$ cat src/sv/mfr_pkg.sv
// Shared constants, types and tables for the field-relative mecanum mixer.
package mfr_pkg;

    // Pipeline depth choices
    localparam int CORDIC_STAGES   = 16;
    localparam int MAX_SCALE_STEPS = 64;

    // Configuration register widths
    localparam int HTS_W = 12;
    localparam int RPM_W = 32;
    localparam int LIM_W = 15;
    localparam int CFG_W = 32;

    // Angle and rotator widths
    localparam int ANG_W = 15;
    localparam int XW    = 34;
    localparam int ZW    = 33;

    // Gain correction 1/K in Q30, split into two 15-bit halves
    localparam logic [29:0] GAIN_Q30   = 30'd652032874;
    localparam int          GAIN_SPLIT = 15;
    localparam logic [14:0] GAIN_HI    = GAIN_Q30[29:15];
    localparam logic [14:0] GAIN_LO    = GAIN_Q30[14:0];
    localparam int          PROD_W     = XW + 16;
    localparam int          FULL_W     = 66;
    localparam int          XR_W       = FULL_W - 30;
    localparam int          XK_W       = 47;

    // Wheel mix and rpm conversion widths
    localparam int MIX_W  = 30;
    localparam int AMIX_W = MIX_W - 1;
    localparam int PP_W   = AMIX_W + 16;
    localparam int M_W    = 62;
    localparam logic [M_W-1:0] ROUND_Q = M_W'(500000);

    // Division by 10^6 = 2^6 * 15625, by multiplying with a 57-bit reciprocal
    localparam int DIV_W  = M_W - 6;
    localparam int NL_W   = 28;
    localparam int RL_W   = 29;
    localparam int RCP_W  = 57;
    localparam int RCP_SH = 70;
    // ceil(2^70 / 15625), exact for every dividend below 2^56
    localparam logic [RCP_W-1:0] RECIP = 57'd75557863725914324;

    // Wheel magnitude widths
    localparam int MAG_W = 41;
    localparam int B_W   = MAG_W + 1;

    // Configuration register indexes
    typedef enum logic [1:0] {
        CFG_HALF_TRACK = 2'd0,
        CFG_RPM_SCALE  = 2'd1,
        CFG_RPM_LIMIT  = 2'd2
    } mfr_cfg_idx_t;

    // Rotated velocity handed from the rotator to the rpm stages
    typedef struct packed {
        logic signed [XW-1:0] x;
        logic signed [XW-1:0] y;
        logic signed [15:0]   om;
    } mfr_rot_t;

    // One wheel speed in sign and magnitude form, Q16 rpm
    typedef struct packed {
        logic             neg;
        logic [MAG_W-1:0] mag;
    } mfr_whl_t;

    // Arctangent of 2^-i, 2^32 per turn
    function automatic logic signed [ZW-1:0] mfr_atan(input int idx);
        case (idx)
            0:  mfr_atan = ZW'(536870912);
            1:  mfr_atan = ZW'(316933406);
            2:  mfr_atan = ZW'(167458907);
            3:  mfr_atan = ZW'(85011924);
            4:  mfr_atan = ZW'(42667331);
            5:  mfr_atan = ZW'(21354465);
            6:  mfr_atan = ZW'(10680862);
            7:  mfr_atan = ZW'(5340245);
            8:  mfr_atan = ZW'(2670163);
            9:  mfr_atan = ZW'(1335087);
            10: mfr_atan = ZW'(667544);
            11: mfr_atan = ZW'(333772);
            12: mfr_atan = ZW'(166886);
            13: mfr_atan = ZW'(83443);
            14: mfr_atan = ZW'(41721);
            15: mfr_atan = ZW'(20860);
            16: mfr_atan = ZW'(10430);
            17: mfr_atan = ZW'(5215);
            18: mfr_atan = ZW'(2607);
            19: mfr_atan = ZW'(1303);
            20: mfr_atan = ZW'(651);
            21: mfr_atan = ZW'(325);
            22: mfr_atan = ZW'(162);
            23: mfr_atan = ZW'(81);
            default: mfr_atan = '0;
        endcase
    endfunction

endpackage

$ cat src/sv/mfr_cordic.sv
// Angle preparation and pipelined CORDIC rotator, one stage per iteration.
module mfr_cordic import mfr_pkg::*; (
    input  logic               clk,
    input  logic               rst_n,
    input  logic               en,
    input  logic               in_vld,
    input  logic signed [15:0] vx,
    input  logic signed [15:0] vy,
    input  logic signed [15:0] om,
    input  logic [12:0]        enc,
    output logic               out_vld,
    output mfr_rot_t           rot
);

    localparam logic signed [ANG_W-1:0] QTR  = ANG_W'(2048);
    localparam logic signed [ANG_W-1:0] HALF = ANG_W'(4096);
    localparam logic signed [ANG_W-1:0] TURN = ANG_W'(8192);

    logic signed [ANG_W-1:0] ang;
    logic signed [ANG_W-1:0] ang_w;
    logic signed [ANG_W-1:0] pa;
    logic signed [ANG_W-1:0] pf;
    logic                    flip;
    logic signed [XW-1:0]    x0;
    logic signed [XW-1:0]    y0;
    logic signed [ZW-1:0]    z0;

    logic signed [XW-1:0] x_reg  [CORDIC_STAGES+1];
    logic signed [XW-1:0] y_reg  [CORDIC_STAGES+1];
    logic signed [ZW-1:0] z_reg  [CORDIC_STAGES+1];
    logic signed [15:0]   om_reg [CORDIC_STAGES+1];
    logic                 vld_reg [CORDIC_STAGES+1];

    // Signed encoder angle, minus a quarter turn, wrapped, negated, folded to +-90 degrees
    always_comb
    begin
        ang   = ANG_W'($signed(enc));
        ang_w = ang - QTR;
        if (ang_w <= -HALF)
        begin
            ang_w = ang_w + TURN;
        end
        pa   = -ang_w;
        flip = 1'b0;
        pf   = pa;
        if (pa > QTR)
        begin
            flip = 1'b1;
            pf   = pa - HALF;
        end
        else if (pa < -QTR)
        begin
            flip = 1'b1;
            pf   = pa + HALF;
        end
        x0 = XW'(vx) <<< 14;
        y0 = XW'(vy) <<< 14;
        if (flip)
        begin
            x0 = -x0;
            y0 = -y0;
        end
        z0 = ZW'(pf) <<< 19;
    end

    // Capture the prepared vector
    always_ff @(posedge clk or negedge rst_n)
    begin
        if (!rst_n)
        begin
            vld_reg[0] <= 1'b0;
        end
        else if (en)
        begin
            vld_reg[0] <= in_vld;
        end
    end

    always_ff @(posedge clk)
    begin
        if (en)
        begin
            x_reg[0]  <= x0;
            y_reg[0]  <= y0;
            z_reg[0]  <= z0;
            om_reg[0] <= om;
        end
    end

    // One micro-rotation per stage
    for (genvar s = 0; s < CORDIC_STAGES; s++)
    begin : g_stage
        logic signed [XW-1:0] xs;
        logic signed [XW-1:0] ys;
        logic signed [XW-1:0] x_next;
        logic signed [XW-1:0] y_next;
        logic signed [ZW-1:0] z_next;

        always_comb
        begin
            xs = y_reg[s] >>> s;
            ys = x_reg[s] >>> s;
            if (!z_reg[s][ZW-1])
            begin
                x_next = x_reg[s] - xs;
                y_next = y_reg[s] + ys;
                z_next = z_reg[s] - mfr_atan(s);
            end
            else
            begin
                x_next = x_reg[s] + xs;
                y_next = y_reg[s] - ys;
                z_next = z_reg[s] + mfr_atan(s);
            end
        end

        always_ff @(posedge clk or negedge rst_n)
        begin
            if (!rst_n)
            begin
                vld_reg[s+1] <= 1'b0;
            end
            else if (en)
            begin
                vld_reg[s+1] <= vld_reg[s];
            end
        end

        always_ff @(posedge clk)
        begin
            if (en)
            begin
                x_reg[s+1]  <= x_next;
                y_reg[s+1]  <= y_next;
                z_reg[s+1]  <= z_next;
                om_reg[s+1] <= om_reg[s];
            end
        end
    end

    assign out_vld = vld_reg[CORDIC_STAGES];
    assign rot.x   = x_reg[CORDIC_STAGES];
    assign rot.y   = y_reg[CORDIC_STAGES];
    assign rot.om  = om_reg[CORDIC_STAGES];

endmodule

$ cat config.mk
export PLATFORM = sky130hd
export DESIGN_NAME = mfr_cordic
export DESIGN_NICKNAME = d
export VERILOG_FILES = /design/src/sv/mfr_pkg.sv /design/src/sv/mfr_cordic.sv
export SDC_FILE = /design/constraint.sdc
export NUM_CORES = 2
export LEC_CHECK = 0
export BUFFER_PORTS_ARGS = -buffer_cell sky130_fd_sc_hd__buf_4
export CORE_UTILIZATION = 45
export CTS_CLUSTER_DIAMETER = 40
export DETAILED_ROUTE_END_ITERATION = 12
export PLACE_DENSITY = 0.58
export SYNTH_ARGS = -nofsm -noshare
export SYNTH_HDL_FRONTEND = slang
export SYNTH_SLANG_ARGS = --single-unit
$ cat constraint.sdc
create_clock -name clk -period 11.5 [get_ports clk]
set_clock_uncertainty 0.05 [all_clocks]
set_input_delay 1.725 -clock clk [delete_from_list [all_inputs] [get_ports clk]]
set_output_delay 1.725 -clock clk [all_outputs]
set_load 0.01 [all_outputs]
Word level (Yosys, flattened, before mapping)
Memory sizes are Yosys's and may differ from the RTL's.
Cells that the tools add are included.
{"block": "word_totals", "ff_bits": 17, "ramBits": 1989, "out_inout_bits": 85, "elab_cells": 183, "n_memories": 4}
{"memory": "x_reg", "words": 17, "word_bits": 34, "read_ports": 17, "rd_ports_with_merged_regs": 0, "write_ports": 17, "line_no": "mfr_cordic.sv:28", "text": "logic signed [XW-1:0] x_reg [CORDIC_STAGES+1];"}
{"memory": "y_reg", "words": 17, "word_bits": 34, "read_ports": 17, "rd_ports_with_merged_regs": 0, "write_ports": 17, "line_no": "mfr_cordic.sv:29", "text": "logic signed [XW-1:0] y_reg [CORDIC_STAGES+1];"}
{"memory": "z_reg", "words": 17, "word_bits": 33, "read_ports": 16, "rd_ports_with_merged_regs": 0, "write_ports": 17, "line_no": "mfr_cordic.sv:30", "text": "logic signed [ZW-1:0] z_reg [CORDIC_STAGES+1];"}
{"memory": "om_reg", "words": 17, "word_bits": 16, "read_ports": 17, "rd_ports_with_merged_regs": 0, "write_ports": 17, "line_no": "mfr_cordic.sv:31", "text": "logic signed [15:0] om_reg [CORDIC_STAGES+1];"}
{"block": "classes", "addsub": 102, "n_lt_le_gt_ge": 3, "muxes": 57}
{"cell": "$mux 34", "count": 34}
{"cell": "$mux 33", "count": 16}
{"cell": "$add 34x19->34", "count": 2}
{"cell": "$add 34x20->34", "count": 2}
{"cell": "$add 34x21->34", "count": 2}
{"cell": "$add 34x22->34", "count": 2}
{"cell": "$add 34x23->34", "count": 2}
{"cell": "$add 34x24->34", "count": 2}
{"cell": "$add 34x25->34", "count": 2}
{"cell": "$add 34x26->34", "count": 2}
{"cell": "$add 34x27->34", "count": 2}
{"cell": "$add 34x28->34", "count": 2}
{"cell": "$add 34x29->34", "count": 2}
{"cell": "$add 34x30->34", "count": 2}
{"cell": "$add 34x31->34", "count": 2}
{"cell": "$add 34x32->34", "count": 2}
{"cell": "$add 34x33->34", "count": 2}
{"cell": "$neg 30->34", "count": 2}
{"cell": "$sub 34x19->34", "count": 2}
{"cell": "$sub 34x20->34", "count": 2}
{"cell": "$sub 34x21->34", "count": 2}
{"cell": "$sub 34x22->34", "count": 2}
{"cell": "$sub 34x23->34", "count": 2}
{"cell": "$sub 34x24->34", "count": 2}
{"cell": "other kinds (54)", "count": 68}

Logic depth before layout (Yosys ltp)
{"block": "depth", "word_depth": 8, "mapped_depth": 24}

Worst setup path before layout
No wires, ideal clock.
{"block": "synth_timing", "path_kind": "input-to-reg", "start": "in enc[9]", "end": "mem x_reg[0][32], data pin", "setup_time_ns": 0.260, "t_arrival_ns": 5.116, "t_required_ns": 11.190, "slack_ns": 6.074, "cell_stages": 14, "cell_sequence": "or4_1 nor4_1 xor2_1 clkbuf_1 clkbuf_1 ha_1 nand4b_1 nor4_1 o2111ai_1 o311ai_1 o21a_1 buf_2 buf_2 mux2_2"}
{"item": "start: declaration", "line_no": "mfr_cordic.sv:10", "text": "input logic [12:0] enc,"}
{"item": "end: declaration", "line_no": "mfr_cordic.sv:28"}

==> metrics list <==
- Total number of placement rows: 198
- Fraction of final layout cells sized beyond drive strength 1: 6.67%
- The average instance in the mapped netlist occupies between 9 and 10 um2.
- Part of the Yosys area used for sequential elements: 39.5%
* Library cells used by synthesis: 92
- Vias in the first global route: 97100
- Number of cells on the worst hold path: 0
- Total of hold buffers inserted after clock tree synthesis: 0
- Horizontal die dimension: between 500 and 600 um
- Num Clock Sinks: 1741
- Status: completed
* Total number of yosys warnings: 0
- In this run the tool buffered the top-level ports with 149 buffer cells.
- The number of nets handed over by synthesis was 14700.
- For this configuration, the core starts out at a cell density of 45.3%.
- In this run the critical register-to-register path is captured at y_reg[0][508]$_DFFE_PP_.
* Final-layout setup total negative slack: 0 ns
- The number of buffers and inverters on the critical path is 0.
- After clock tree synthesis, the setup repair step added 0 buffers.
* Combined global-route utilization of all metal layers: 23.4%
* Timing-limited maximum frequency: about 170 MHz
* Class of the tightest hold or removal check: reg -> reg
- Final nets: roughly 15000
- Number of clock buffers inserted by TritonCTS: approximately 320
- Number of placed I/O pins: 150
- Number of levels in the clock H-tree: 5
- The worst hold path terminates at om_reg[0][160]$_DFFE_PP_.
- Chain of cells forming the critical path: nor3_1 -> nand2b_1 -> nor3_1 -> nor4b_1 -> nor3b_1 -> a21oi_1 -> xnor2_1 -> ha_1 -> and3_1 -> nand2_1 -> o21ai_0 -> a21o_1 -> a221o_1 -> a31o_2 -> a31oi_1 -> o21ai_0 -> nor4b_1 -> or4_1
- Gpl congestion: 0.938
- Wires add up to between 300000 and 400000 um.
- In this run the vertical extent of the chip is 544 um.
- Counting flops with a built-in enable in the synthesized netlist gives 1724.
- Max reg flops: 514
* Depth of the worst register-to-register path: 18
* Crit-path slowest cell: nor4b_1
- DRC violation count after routing: 0
- Worst rel slew slack: 11.4%
- For the worst setup path, the data required time is approximately 12 ns.
* Fraction of the cycle the final worst path needs: around half
- For this block, the via count after detailed routing is 101000.
- Core Footprint: between 200000 and 300000 um2
* Slowest cell delay on critical path: approximately 0.63 ns
- By startpoint and endpoint, the worst setup path is classified as reg -> reg.
* Maximum buffer depth of the clock tree: 4
- The synthesized design contains 1741 register bits.
* Number of instances resized during post-cts repair: 0
* Length of the first detailed-routing pass in iterations: 5
- Clock-pin slew of the registers on the worst-case setup and hold paths: approximately 0.06 ns
- The die covers 296000 um2.
- Nature of the critical path endpoint: register
- TritonCTS built the clock tree.
* Wire length of the first global-routing pass: around 550000 um
- For this block, the initial DRC count from the detailed router was 7189.
* Final critical path time including I/O delays and setup: about 6 ns
- Top cell family by delay on the critical path: simple AND/OR/NAND/NOR gates
- Setup repair after global routing missed its margin: false
- The startpoint identified for the worst register-to-register timing path is x_reg[0][458]$_DFFE_PP_.
- Clock latency on the worst-skew pair, taken at its later pin, is between 0.9 and 1 ns.
- Kind of start point of the critical path: register
* Origin of the worst min-delay path: om_reg[0][144]$_DFFE_PP_
- Crit path arrival time: 6.45 ns
- Transition time of the tightest slew-check pin: 1.31 ns
- Hold violation total from the final report: 0
* Most common flop cell mapped by yosys: edfxtp_1
- Grt total ovfl: 0
* Number of antenna violations at the first check in global routing: 11
- Entering global routing, the biggest net connects 187 pins.
- Setup slack on the worst reg-to-reg path comes out at between 5 and 6 ns.
- Top fanout value on the critical path: 5
- Summing every instance area after synthesis gives about 130000 um2.
* Cell count after synthesis: 13200
- The area growth from synthesis to layout is 12.5%.
- Number of nets still failing antenna checks after routing: 0
- Vias per cell: 5.69
* Final Setup Violations: 0
- Final HPWL DP: between 200000 and 300000 um
- Clock root buffer: clkbuf_16
- The tool flagged a number of max-cap violations equal to 0.
* Share of flip-flops with an asynchronous set or reset: 0.976%
* Max-slew violation count: 0
- Drt wl/cell: 20.1 um
## worst max path at each step
stage                     cells after the start  slack (ns)                      end                     from
after floorplan                              14        6.07   x_reg[0][32]$_DFFE_PP_                   enc[9]
after global placement                       16        5.02   y_reg[0][19]$_DFFE_PP_                   enc[3]
after detailed placement                     16        4.92   x_reg[0][33]$_DFFE_PP_                   enc[3]
after CTS                                    17        5.74  x_reg[0][237]$_DFFE_PP_  y_reg[0][177]$_DFFE_PP_
after global routing                         18        5.19  y_reg[0][508]$_DFFE_PP_  x_reg[0][458]$_DFFE_PP_
final                                        18        5.62  y_reg[0][508]$_DFFE_PP_  x_reg[0][458]$_DFFE_PP_
## synthesized netlist by cell type (135+ instances only)
master	n	area, um2
xnor2_1	1209	10600
clkbuf_1	159	597
edfxtp_1	1724	51800
inv_1	567	2130
nor3_1	361	1810
ha_1	1390	17400
nor2b_1	205	1280
o21bai_1	181	1360
nor2_1	1123	4220
o21ai_0	596	2980
and3_1	135	845
a21o_1	658	4940
a31oi_1	137	857
nand2_1	626	2350
a21oi_1	1455	7280
o21a_1	185	1390
xor2_1	624	5470
nand2b_1	238	1490
nand3_1	203	1020
## logic make-up (layout without fill, tap and decap cells)
logic type	after synthesis	in the layout	synth area share, %
AOI/OAI and AO/OA	3851	3851	18.3
muxes	164	164	1.32
other	0	3	0
buffers and inverters	824	1370	2.49
adders and majority gates	1429	1429	13.8
and+or+nand+nor	3380	3380	12.4
xor gates and xnor gates	1835	1835	12.2
DFF	1741	1741	39.5
## per-stage QoR
stage	utilization [%]	hold WS, ns	cell area, um2	worst slack, ns	instances
after floorplan	-	0.350	132000	6.07	13200
after detailed placement	47.2	0.355	137000	4.92	17100
after global placement	47.2	0.351	137000	5.02	17100
after global routing	51.0	0.355	149000	5.19	17700
after CTS	51.0	0.349	149000	5.74	17700
final	51.0	0.353	149000	5.62	17700
## layer usage
metal / up-vias / GRT usage [%] / part of all wire (%)
li1: 49600 / - / -
met1: 48300 / 32.5 / 47
met2: 2168 / 38.3 / 46
met3: 478 / 2.58 / 4.4
met4: 6 / 6.60 / 2.8
met5: - / 0 / 0.0096
## worst register-to-register path, stage by stage, from the launching register on
cell and delay (ns):
edfxtp_1 0.49, nor3_1 0.30, nand2b_1 0.14, nor3_1 0.26, nor4b_1 0.63, nor3b_1 0.54, a21oi_1 0.17, xnor2_1 0.16
ha_1 0.36, and3_1 0.25, nand2_1 0.10, o21ai_0 0.10, a21o_1 0.22, a221o_1 0.38, a31o_2 0.27, a31oi_1 0.28
o21ai_0 0.20, nor4b_1 0.18, or4_1 0.52
## cell type report
type,count,area (um2)
clock buffer,355,8250
clock inverter,237,2810
multi-input combinational,10700,76600
sequential,1741,52200
timing repair buffer,206,1680
fill,26400,143000
inverter,572,2150
antenna,3,7.51
tap,3900,4880
## placed cells by master (no fill, tap or decap), types with 85 or more instances in the layout
cell / count
o21bai_1: 181
nand4_1: 85
nand3_1: 203
xnor2_1: 1209
nor2b_1: 205
ha_1: 1390
and3_1: 135
inv_1: 567
a21o_1: 658
o21a_1: 185
edfxtp_1: 1724
nor3_1: 361
nor2_1: 1123
nand2_1: 626
a31oi_1: 137
nand2b_1: 238
xor2_1: 624
clkbuf_16: 325
buf_4: 196
a21oi_1: 1455
a211oi_1: 115
o21ai_0: 596
Power is not shown: default switching activity piles up to over one toggle a cycle in this logic, so the estimate is an artifact.
